[config.mk]
export PLATFORM = sky130hd
export DESIGN_NAME = next_fit_bitmap_id_allocator
export DESIGN_NICKNAME = d
export VERILOG_FILES = /design/src/rtl/nfba_pkg.sv /design/src/rtl/next_fit_bitmap_id_allocator.sv /design/src/rtl/nfba_mem.sv /design/src/rtl/nfba_pick.sv /design/src/rtl/nfba_ctrl.sv
export SDC_FILE = /design/constraint.sdc
export NUM_CORES = 2
export LEC_CHECK = 0
export ABC_CLOCK_PERIOD_IN_PS = 12800
export BUFFER_PORTS_ARGS = -buffer_cell sky130_fd_sc_hd__buf_4
export CAP_MARGIN = 0
export CORE_MARGIN = 1
export CORE_UTILIZATION = 35
export DETAILED_ROUTE_END_ITERATION = 12
export GPL_TIMING_DRIVEN = 1
export HOLD_SLACK_MARGIN = 0.02
export PLACE_DENSITY = 0.56
export SETUP_SLACK_MARGIN = 0.3
export SLEW_MARGIN = 20
export SYNTH_ARGS = -nofsm -noshare
export SYNTH_HDL_FRONTEND = slang
export SYNTH_HIERARCHICAL = 1
export SYNTH_SLANG_ARGS = --single-unit
[constraint.sdc]
create_clock -name clk_i -period 12.8 [get_ports clk_i]
set_clock_uncertainty 0.2 [all_clocks]
set_input_delay 0.64 -clock clk_i [delete_from_list [all_inputs] [get_ports clk_i]]
set_output_delay 0.64 -clock clk_i [all_outputs]
set_load 0.02 [all_outputs]
[src/rtl/nfba_pkg.sv]
`timescale 1ns / 1ps

package nfba_pkg;

  // fixed field widths
  localparam int IdW   = 10;
  localparam int CmdW  = 2;
  localparam int StatW = 2;

  // defaults for the top-level parameters
  localparam int DefMaxIds   = 1024;
  localparam int DefWordBits = 32;

  // reciprocal division of an id by the word size: q = (id * recip) >> DivShift
  localparam int DivShift = 18;

  typedef enum logic [CmdW-1:0] {
    CMD_ALLOC   = 2'd0,
    CMD_RELEASE = 2'd1,
    CMD_CHECK   = 2'd2
  } cmd_e;

  typedef enum logic [StatW-1:0] {
    ST_OK      = 2'd0,
    ST_FULL    = 2'd1,
    ST_INVALID = 2'd2
  } status_e;

  typedef enum logic [2:0] {
    S_CLEAR,
    S_IDLE,
    S_START,
    S_FIRST,
    S_SCAN,
    S_LOOKUP,
    S_MODIFY,
    S_DONE
  } nfba_state_e;

  typedef struct packed {
    status_e          status;
    logic [IdW-1:0]   new_id;
    logic             alive;
  } nfba_result_t;

endpackage

[src/rtl/next_fit_bitmap_id_allocator.sv]
`timescale 1ns / 1ps

// next-fit id allocator over a bitmap of used ids held in a one-port-read,
// one-port-write word memory (one word per cycle).
// input channel: in_valid_i / in_stall_o with command_i and id_value_i;
//   allocate hands out the lowest free id at or after one past the last
//   issued id (wrapping to id one), release frees a used id, check reports
//   whether an id is in use. id zero is never issued.
// output channel: out_valid_o / out_stall_i with status_o, new_id_o, alive_o;
//   exactly one result transaction per input transaction, in order.
// timing: for release and check the transaction passes through lookup, modify
//   and done, and for an allocate whose first word holds a free id through
//   start, first and done; from done the result moves to the output register.
//   an allocate scans one further bitmap word at a time (up to NUM_WORDS more),
//   with one memory read per word. one transaction is in flight at a time;
//   a new one is taken once the result has moved to the output register.
// reset: the bitmap is cleared by a pass over all NUM_WORDS words, one word per
//   cycle, during which in_stall_o stays high; last issued id resets to zero.
// stall: a stalled result holds in the output register; one further
//   transaction may be accepted and worked on, and waits for the register.

module next_fit_bitmap_id_allocator
  import nfba_pkg::*;
#(
  parameter int MAX_IDS   = DefMaxIds,
  parameter int WORD_BITS = DefWordBits
) (
  input  logic              clk_i,
  input  logic              rst_ni,
  input  logic              in_valid_i,
  output logic              in_stall_o,
  input  logic [CmdW-1:0]   command_i,
  input  logic [IdW-1:0]    id_value_i,
  output logic              out_valid_o,
  input  logic              out_stall_i,
  output logic [StatW-1:0]  status_o,
  output logic [IdW-1:0]    new_id_o,
  output logic              alive_o
);

  localparam int NumWords = (MAX_IDS - 1) / WORD_BITS + 1;
  localparam int WI       = (NumWords > 1) ? $clog2(NumWords) : 1;

  logic                 done;
  logic                 out_free;
  nfba_result_t         result;
  logic                 mem_re;
  logic [WI-1:0]        mem_raddr;
  logic [WORD_BITS-1:0] mem_rdata;
  logic                 mem_we;
  logic [WI-1:0]        mem_waddr;
  logic [WORD_BITS-1:0] mem_wdata;

  logic                 out_valid_q, out_valid_d;
  nfba_result_t         out_res_q;

  // bitmap store, one word per entry
  nfba_mem #(
    .DEPTH (NumWords),
    .WIDTH (WORD_BITS),
    .AW    (WI)
  ) u_mem (
    .clk_i   (clk_i),
    .re_i    (mem_re),
    .raddr_i (mem_raddr),
    .rdata_o (mem_rdata),
    .we_i    (mem_we),
    .waddr_i (mem_waddr),
    .wdata_i (mem_wdata)
  );

  // sequencer: clearing pass, scan and read-modify-write of the bitmap
  nfba_ctrl #(
    .NUM_WORDS (NumWords),
    .WORD_BITS (WORD_BITS),
    .WI        (WI)
  ) u_ctrl (
    .clk_i       (clk_i),
    .rst_ni      (rst_ni),
    .in_valid_i  (in_valid_i),
    .in_stall_o  (in_stall_o),
    .cmd_i       (command_i),
    .id_i        (id_value_i),
    .out_free_i  (out_free),
    .done_o      (done),
    .result_o    (result),
    .mem_re_o    (mem_re),
    .mem_raddr_o (mem_raddr),
    .mem_rdata_i (mem_rdata),
    .mem_we_o    (mem_we),
    .mem_waddr_o (mem_waddr),
    .mem_wdata_o (mem_wdata)
  );

  // output register frees up when empty or when its transaction is taken
  assign out_free = !out_valid_q || !out_stall_i;

  always_comb begin
    out_valid_d = out_valid_q;
    if (done) begin
      out_valid_d = 1'b1;
    end else if (!out_stall_i) begin
      out_valid_d = 1'b0;
    end
  end

  always_ff @(posedge clk_i or negedge rst_ni) begin
    if (!rst_ni) begin
      out_valid_q <= 1'b0;
    end else begin
      out_valid_q <= out_valid_d;
    end
  end

  always_ff @(posedge clk_i) begin
    if (done) begin
      out_res_q <= result;
    end
  end

  assign out_valid_o = out_valid_q;
  assign status_o    = out_res_q.status;
  assign new_id_o    = out_res_q.new_id;
  assign alive_o     = out_res_q.alive;

endmodule

[src/rtl/nfba_mem.sv]
`timescale 1ns / 1ps

module nfba_mem #(
  parameter int DEPTH = 32,
  parameter int WIDTH = 32,
  parameter int AW    = 5
) (
  input  logic             clk_i,
  input  logic             re_i,
  input  logic [AW-1:0]    raddr_i,
  output logic [WIDTH-1:0] rdata_o,
  input  logic             we_i,
  input  logic [AW-1:0]    waddr_i,
  input  logic [WIDTH-1:0] wdata_i
);

  logic [WIDTH-1:0] mem [DEPTH];
  logic [WIDTH-1:0] rdata_q;

  always_ff @(posedge clk_i) begin
    if (we_i) begin
      mem[waddr_i] <= wdata_i;
    end
  end

  always_ff @(posedge clk_i) begin
    if (re_i) begin
      rdata_q <= mem[raddr_i];
    end
  end

  assign rdata_o = rdata_q;

endmodule

[src/rtl/nfba_pick.sv]
`timescale 1ns / 1ps

module nfba_pick #(
  parameter int WORD_BITS = 32,
  parameter int BI        = 5
) (
  input  logic [WORD_BITS-1:0] word_i,
  input  logic                 word_zero_i,
  input  logic                 lo_en_i,
  input  logic [BI-1:0]        lo_bit_i,
  output logic                 found_o,
  output logic [BI-1:0]        bit_o
);

  logic [WORD_BITS-1:0] free;

  // bits below the start point and id zero count as taken
  always_comb begin
    for (int i = 0; i < WORD_BITS; i++) begin
      free[i] = ~word_i[i];
      if (lo_en_i && (i < int'(lo_bit_i))) begin
        free[i] = 1'b0;
      end
    end
    if (word_zero_i) begin
      free[0] = 1'b0;
    end
  end

  // lowest free bit
  always_comb begin
    bit_o = '0;
    for (int i = WORD_BITS - 1; i >= 0; i--) begin
      if (free[i]) begin
        bit_o = BI'(i);
      end
    end
  end

  assign found_o = |free;

endmodule

[src/rtl/nfba_ctrl.sv]
`timescale 1ns / 1ps

module nfba_ctrl
  import nfba_pkg::*;
#(
  parameter int NUM_WORDS = 32,
  parameter int WORD_BITS = 32,
  parameter int WI        = 5
) (
  input  logic                 clk_i,
  input  logic                 rst_ni,
  input  logic                 in_valid_i,
  output logic                 in_stall_o,
  input  logic [CmdW-1:0]      cmd_i,
  input  logic [IdW-1:0]       id_i,
  input  logic                 out_free_i,
  output logic                 done_o,
  output nfba_result_t         result_o,
  output logic                 mem_re_o,
  output logic [WI-1:0]        mem_raddr_o,
  input  logic [WORD_BITS-1:0] mem_rdata_i,
  output logic                 mem_we_o,
  output logic [WI-1:0]        mem_waddr_o,
  output logic [WORD_BITS-1:0] mem_wdata_o
);

  localparam int BI      = $clog2(WORD_BITS);
  localparam int IdLimit = NUM_WORDS * WORD_BITS;
  localparam int Recip   = (1 << DivShift) / WORD_BITS + 1;
  localparam int ProdW   = IdW + DivShift;
  localparam int FullW   = WI + BI + 1;

  nfba_state_e state_q, state_d;

  logic [WI-1:0]  clr_cnt_q, clr_cnt_d;
  logic [WI-1:0]  last_w_q, last_w_d;
  logic [BI-1:0]  last_b_q, last_b_d;

  logic [CmdW-1:0] cmd_q, cmd_d;
  logic [IdW-1:0]  id_q, id_d;
  logic [IdW-1:0]  quo_q, quo_d;
  logic [WI-1:0]   cur_w_q, cur_w_d;
  logic [BI-1:0]   bit_q, bit_d;
  logic [WI-1:0]   scan_cnt_q, scan_cnt_d;
  logic            range_ok_q, range_ok_d;
  status_e         res_status_q, res_status_d;
  logic [WI-1:0]   res_w_q, res_w_d;
  logic [BI-1:0]   res_b_q, res_b_d;
  logic            res_alive_q, res_alive_d;
  logic            res_ok_q, res_ok_d;

  logic [ProdW-1:0] prod;
  logic [IdW-1:0]   rem_full;
  logic [WI-1:0]    next_w;
  logic [WI-1:0]    start_w;
  logic [BI-1:0]    start_b;
  logic             pick_found;
  logic [BI-1:0]    pick_bit;
  logic             id_used;
  logic [FullW-1:0] new_id_full;

  nfba_pick #(
    .WORD_BITS (WORD_BITS),
    .BI        (BI)
  ) u_pick (
    .word_i      (mem_rdata_i),
    .word_zero_i (cur_w_q == '0),
    .lo_en_i     (state_q == S_FIRST),
    .lo_bit_i    (bit_q),
    .found_o     (pick_found),
    .bit_o       (pick_bit)
  );

  assign prod     = ProdW'(id_i) * ProdW'(Recip);
  assign rem_full = id_q - IdW'(quo_q * IdW'(WORD_BITS));
  assign next_w   = (cur_w_q == WI'(NUM_WORDS - 1)) ? '0 : cur_w_q + 1'b1;
  assign id_used  = range_ok_q && mem_rdata_i[bit_q];

  // one past the last issued id, wrapping to id one
  always_comb begin
    start_w = last_w_q;
    start_b = last_b_q + 1'b1;
    if (last_b_q == BI'(WORD_BITS - 1)) begin
      if (last_w_q == WI'(NUM_WORDS - 1)) begin
        start_w = '0;
        start_b = BI'(1);
      end else begin
        start_w = last_w_q + 1'b1;
        start_b = '0;
      end
    end
  end

  always_comb begin
    state_d      = state_q;
    clr_cnt_d    = clr_cnt_q;
    last_w_d     = last_w_q;
    last_b_d     = last_b_q;
    cmd_d        = cmd_q;
    id_d         = id_q;
    quo_d        = quo_q;
    cur_w_d      = cur_w_q;
    bit_d        = bit_q;
    scan_cnt_d   = scan_cnt_q;
    range_ok_d   = range_ok_q;
    res_status_d = res_status_q;
    res_w_d      = res_w_q;
    res_b_d      = res_b_q;
    res_alive_d  = res_alive_q;
    res_ok_d     = res_ok_q;
    in_stall_o   = 1'b1;
    done_o       = 1'b0;
    mem_re_o     = 1'b0;
    mem_raddr_o  = cur_w_q;
    mem_we_o     = 1'b0;
    mem_waddr_o  = cur_w_q;
    mem_wdata_o  = mem_rdata_i | (WORD_BITS'(1) << pick_bit);

    case (state_q)
      S_CLEAR: begin
        mem_we_o    = 1'b1;
        mem_waddr_o = clr_cnt_q;
        mem_wdata_o = '0;
        clr_cnt_d   = clr_cnt_q + 1'b1;
        if (clr_cnt_q == WI'(NUM_WORDS - 1)) begin
          state_d = S_IDLE;
        end
      end
      S_IDLE: begin
        in_stall_o = 1'b0;
        if (in_valid_i) begin
          cmd_d        = cmd_i;
          id_d         = id_i;
          quo_d        = prod[DivShift +: IdW];
          res_status_d = ST_OK;
          res_alive_d  = 1'b0;
          res_ok_d     = 1'b0;
          case (cmd_e'(cmd_i))
            CMD_ALLOC:   state_d = S_START;
            CMD_RELEASE: state_d = S_LOOKUP;
            CMD_CHECK:   state_d = S_LOOKUP;
            default: begin
              res_status_d = ST_INVALID;
              state_d      = S_DONE;
            end
          endcase
        end
      end
      S_START: begin
        mem_re_o    = 1'b1;
        mem_raddr_o = start_w;
        cur_w_d     = start_w;
        bit_d       = start_b;
        state_d     = S_FIRST;
      end
      S_FIRST, S_SCAN: begin
        if (pick_found) begin
          mem_we_o     = 1'b1;
          last_w_d     = cur_w_q;
          last_b_d     = pick_bit;
          res_w_d      = cur_w_q;
          res_b_d      = pick_bit;
          res_ok_d     = 1'b1;
          state_d      = S_DONE;
        end else if (state_q == S_SCAN && scan_cnt_q == WI'(NUM_WORDS - 1)) begin
          res_status_d = ST_FULL;
          state_d      = S_DONE;
        end else begin
          mem_re_o    = 1'b1;
          mem_raddr_o = next_w;
          cur_w_d     = next_w;
          scan_cnt_d  = (state_q == S_FIRST) ? '0 : scan_cnt_q + 1'b1;
          state_d     = S_SCAN;
        end
      end
      S_LOOKUP: begin
        bit_d       = rem_full[BI-1:0];
        range_ok_d  = (id_q != '0) && (32'(id_q) < 32'(IdLimit));
        mem_re_o    = 1'b1;
        mem_raddr_o = WI'(quo_q);
        cur_w_d     = WI'(quo_q);
        state_d     = S_MODIFY;
      end
      S_MODIFY: begin
        mem_wdata_o = mem_rdata_i & ~(WORD_BITS'(1) << bit_q);
        if (cmd_e'(cmd_q) == CMD_RELEASE) begin
          if (id_used) begin
            mem_we_o = 1'b1;
          end else begin
            res_status_d = ST_INVALID;
          end
        end else begin
          res_alive_d = id_used;
        end
        state_d = S_DONE;
      end
      S_DONE: begin
        if (out_free_i) begin
          done_o  = 1'b1;
          state_d = S_IDLE;
        end
      end
      default: begin
        state_d = S_IDLE;
      end
    endcase
  end

  always_ff @(posedge clk_i or negedge rst_ni) begin
    if (!rst_ni) begin
      state_q   <= S_CLEAR;
      clr_cnt_q <= '0;
      last_w_q  <= '0;
      last_b_q  <= '0;
    end else begin
      state_q   <= state_d;
      clr_cnt_q <= clr_cnt_d;
      last_w_q  <= last_w_d;
      last_b_q  <= last_b_d;
    end
  end

  always_ff @(posedge clk_i) begin
    cmd_q        <= cmd_d;
    id_q         <= id_d;
    quo_q        <= quo_d;
    cur_w_q      <= cur_w_d;
    bit_q        <= bit_d;
    scan_cnt_q   <= scan_cnt_d;
    range_ok_q   <= range_ok_d;
    res_status_q <= res_status_d;
    res_w_q      <= res_w_d;
    res_b_q      <= res_b_d;
    res_alive_q  <= res_alive_d;
    res_ok_q     <= res_ok_d;
  end

  assign new_id_full = FullW'(res_w_q) * FullW'(WORD_BITS) + FullW'(res_b_q);

  assign result_o.status = res_status_q;
  assign result_o.new_id = res_ok_q ? IdW'(new_id_full) : '0;
  assign result_o.alive  = res_alive_q;

  // a word is never read and written in the same cycle
  assert property (@(posedge clk_i) disable iff (!rst_ni)
    !(mem_re_o && mem_we_o))
    else $error("nfba_ctrl: read and write of the bitmap in one cycle");

  // id zero is never issued
  assert property (@(posedge clk_i) disable iff (!rst_ni)
    (done_o && res_ok_q) |-> (res_w_q != '0 || res_b_q != '0))
    else $error("nfba_ctrl: id zero handed out");

  // the clearing pass covers every word before the first transaction
  assert property (@(posedge clk_i) disable iff (!rst_ni)
    (state_q == S_IDLE && $past(state_q) == S_CLEAR) |->
      $past(clr_cnt_q) == WI'(NUM_WORDS - 1))
    else $error("nfba_ctrl: clearing pass left early");

  // a successful allocate records the issued id as the new start point
  assert property (@(posedge clk_i) disable iff (!rst_ni)
    (done_o && res_ok_q) |-> (last_w_q == res_w_q && last_b_q == res_b_q))
    else $error("nfba_ctrl: last issued id out of step with result");

endmodule
==> flow_summary.toml <==
[outcome]
outcome = "complete, no violations"

[layout]
multiInputGateArea_um2 = 11970
drive_gt1_share_pct = 12.26
n_antenna_cell = 0
final.fill_count = 11920
area.growth.synth_to_final_pct = 13.47
final_design_area_no_fill_um2 = 52660
nNetsFinal = 2971
seqCellArea_um2 = 33790

[place]
dpl-instance-area_um2 = 48810
hpwlAfterDp_um = 66670
gp_routability_congestion = 0.8891
io_buffer_count = 30

[synth]
synth.ff_latch_count = 1130
synth-seq-area-share_pct = 72.81
synthDominantAreaCellType = "sky130_fd_sc_hd__edfxtp_1"
yosys_most_used_dff = "sky130_fd_sc_hd__edfxtp_1"
yosys-top-cells-area = "sky130_fd_sc_hd__edfxtp_1 (72%), sky130_fd_sc_hd__mux2i_1 (11%), sky130_fd_sc_hd__a22oi_1 (1.6%)"
yosys_warnings = 6
yosys_cell_types = 84
synth_cells = 2872
avgSynthCellArea_um2 = 16.16
synth-async-reset-ratio_pct = 1.681
count_of_flip_flops_with_a_built_in_enable_after_synthesis = 1106
synth_area_um2 = 46410
synth_top_cell_area_share_pct = 71.57
mappedNetlistNets = 2901

[clock_tree]
cts.htree.levels = 3
cts_root_buf = "sky130_fd_sc_hd__clkbuf_16"
numCtsBuffers = 113
cts_resized = 0
cts.sinks = 1130
clock_path_buffers = 3
clkLatencyLatePin_ps = 730
clk_transition_reported_paths_ps = 70
cts_tree = "done"

[detailed_routing]
drt-total-wl_um = 126900
detailroute.via_count = 26300
drc = 0
wl_per_cell_um = 26.50
drtPass1Iterations = 7
antenna_violating_nets_post_route = 0
drt-vias-per-instance = 5.492
detailed_route_iter0_violations = 2603

[sta]
post-route-period-util_pct = 65.27
relSlewSlack_pct = 19.19
setup_violations = 0
worstMarginPinSlew_ps = 1212
fin_setup_tns_ps = 0
period_minus_slack_ps = 8355
slew_viol_final = 0
report.final.hold_viol_count = 0
grt_setup_unrepaired = "no"
achievable-frequency_ghz = 0.1197

[critical_path]
worst_r2r_startpoint = "u_ctrl/state_q[0]"
critical_path.max_stage_delay_ps = 840
cp_data_required_time_ps = 13050
crit_path_cell_trace = "nand3b_1, inv_1, and2_1, a21o_1, nand2_1, or3b_4, nor3b_4, nand3b_1, a21oi_1, and2_1, nand2_1, o211ai_1, and2_4, buf_4, buf_4, a22o_1, nor3_1, a31oi_1, nand3_1"
timing.critical_path.fanout_max = 56
critPathSlowestCell = "sky130_fd_sc_hd__and2_4"
critPathCaptureType = "register"
critPathArrivalTime_ps = 8600
worstSetupStartpointType = "register"
ff2ff_setup_slack_ps = 4450
worst_r2r_path_depth = 19
rr_endpoint = "u_mem/rdata_o[30]"
criticalPathCategory = "register to register"

[power]
p_leak_nw = 18.15
power-per-cell-area_nw_per_um2 = 268.4
vdd.ir_drop.worst_mv = 0.3002

[run]
maxCapViolations = 0

[floorplan]
die-area_um2 = 134000
top_level_pins = 31
height_of_the_chip_um = 366.1
chipWidth_um = 366.1
floorplan.initialDensity_pct = 35.30
core_area_um2 = 131500
placement_rows = 133

[global_routing]
grt_start_max_net_pins = 130
grt_pass1_vias = 25140
global_route.overflow_total = 0
grt_pass1_wl_um = 181800
gr-usage-all-layers_pct = 18.48
antenna_found_initial = 1

[min_path]
worst_hold_path_type = "input port to asynchronous set/reset pin"
-- cells in the final DEF, fill, tap and decap left out, types with 20 or more instances in the layout --
master,netlist,final
sky130_fd_sc_hd__nand3_1,110,110
sky130_fd_sc_hd__a31oi_1,39,39
sky130_fd_sc_hd__nand2_1,189,188
sky130_fd_sc_hd__o21ai_0,37,25
sky130_fd_sc_hd__edfxtp_1,1106,1106
sky130_fd_sc_hd__a22oi_1,101,101
sky130_fd_sc_hd__nor2_4,0,33
sky130_fd_sc_hd__a22o_1,65,65
sky130_fd_sc_hd__clkbuf_16,0,113
sky130_fd_sc_hd__nor3_1,43,43
sky130_fd_sc_hd__nor2_1,68,34
sky130_fd_sc_hd__a21oi_1,132,131
sky130_fd_sc_hd__clkbuf_1,51,29
sky130_fd_sc_hd__clkinv_1,0,22
sky130_fd_sc_hd__clkinv_2,0,20
sky130_fd_sc_hd__mux2i_1,523,523
sky130_fd_sc_hd__buf_4,46,100
-- metal layers --
| layer | part of all wire [%] | GRT usage (%) | up-vias |
|---|---|---|---|
| li1 | - | - | 11470 |
| met1 | 45 | 26.16 | 13810 |
| met2 | 47 | 29.75 | 846 |
| met3 | 5.7 | 2.491 | 171 |
| met4 | 2.4 | 5.069 | 2 |
| met5 | 0.0087 | 0 | - |
-- through the flow --
| stage | utilization (%) | total power [W] | setup slack (ps) | std cells | hold WS, ps |
|---|---|---|---|---|---|
| after CTS | 39.98 | 0.01416 | 4628 | 4788 | 136.5 |
| after detailed placement | 37.13 | 0.01091 | 4647 | 4567 | 205.4 |
| after global routing | 40.05 | 0.01475 | 3971 | 4789 | 172.3 |
| after floorplan | - | 0.009143 | 7309 | 2872 | 144.4 |
| final | 40.05 | 0.01413 | 4445 | 4789 | 171.6 |
| after global placement | 37.09 | 0.01087 | 4862 | 4566 | 202.8 |
-- cells by family (layout without fill, tap and decap cells) --
group | count (synthesis) | count (layout) | synth area share [%]
muxes | 534 | 534 | 11.66
xor gates and xnor gates | 10 | 10 | 0.1887
buffers and inverters | 184 | 346 | 2.348
and+or+nand+nor | 526 | 526 | 5.608
DFF | 1130 | 1130 | 72.81
AOI/OAI and AO/OA | 475 | 475 | 7.034
adders and majority gates | 13 | 13 | 0.3505
-- worst max path at each step --
stage	startpoint	to	slack [ps]	cells past startpoint
global route	u_ctrl/state_q[0]	u_mem/rdata_o[30]	3970	19
CTS	u_ctrl/state_q[0]	u_mem/rdata_o[30]	4630	19
finish	u_ctrl/state_q[0]	u_mem/rdata_o[30]	4450	19
detailed placement	u_ctrl/state_q[0]	u_mem/rdata_o[30]	4650	19
floorplan	u_ctrl/state_q[1]	u_mem/mem[12][0]	7310	17
global placement	u_ctrl/state_q[0]	u_mem/rdata_o[30]	4860	19
-- cell usage after synthesis (all sizes together), types with 5 or more instances --
| master | count |
|---|---|
| edfxtp | 1106 |
| mux2i | 523 |
| nand2 | 189 |
| a21oi | 132 |
| buf | 112 |
| nand3 | 112 |
| a22oi | 102 |
| nor2 | 68 |
| a22o | 65 |
| clkbuf | 53 |
| nor3 | 44 |
| o21ai | 41 |
| a31oi | 39 |
| dfrtp | 19 |
| inv | 19 |
| o211ai | 19 |
| and2 | 17 |
| a32o | 16 |
| and3 | 14 |
| nand3b | 14 |
| ha | 13 |
| nor2b | 11 |
| nor3b | 11 |
| nand2b | 10 |
| o22ai | 8 |
| or3b | 8 |
| a21o | 7 |
| mux2 | 7 |
| or3 | 7 |
| xnor2 | 7 |
| a211oi | 6 |
| nor4 | 6 |
| dfxtp | 5 |
| or2 | 5 |
-- sequential cells by signal, summed over array words and instances, names as in the netlist, 10 cells and up --
name	flops
new_id_o	10
u_mem/rdata_o	32
u_ctrl/id_q	10
u_mem/mem	1024
-- report_power, final --
part	internal [W]	switching, W
Combinational	0.00179	0.00367
Clock	0.00185	0.00140
Sequential	0.00517	0.000264
Total	0.00880	0.00533
-- cell type report --
type,instances,area share (%)
clock inverters,62,1.200
multi-input cells,1558,22.72
well taps,1755,4.170
clock buffers,145,5.655
flip-flops and latches,1130,64.17
inverters,19,0.1354
repair buffers,120,1.948
-- worst max-delay path: cells and delay by family (launching register included) --
kind | cells | cell delay (ps)
compound gates | 5 | 1850
buf+inv | 3 | 2000
simple gates | 11 | 3230
flops | 1 | 760
-- repair_timing --
| action | in CTS | in global routing |
|---|---|---|
| hold endpoints to repair | 32 | 0 |
| buffers inserted | 0 | 0 |
| hold buffers | 14 | 0 |
Power figures use the tool's default switching activity.
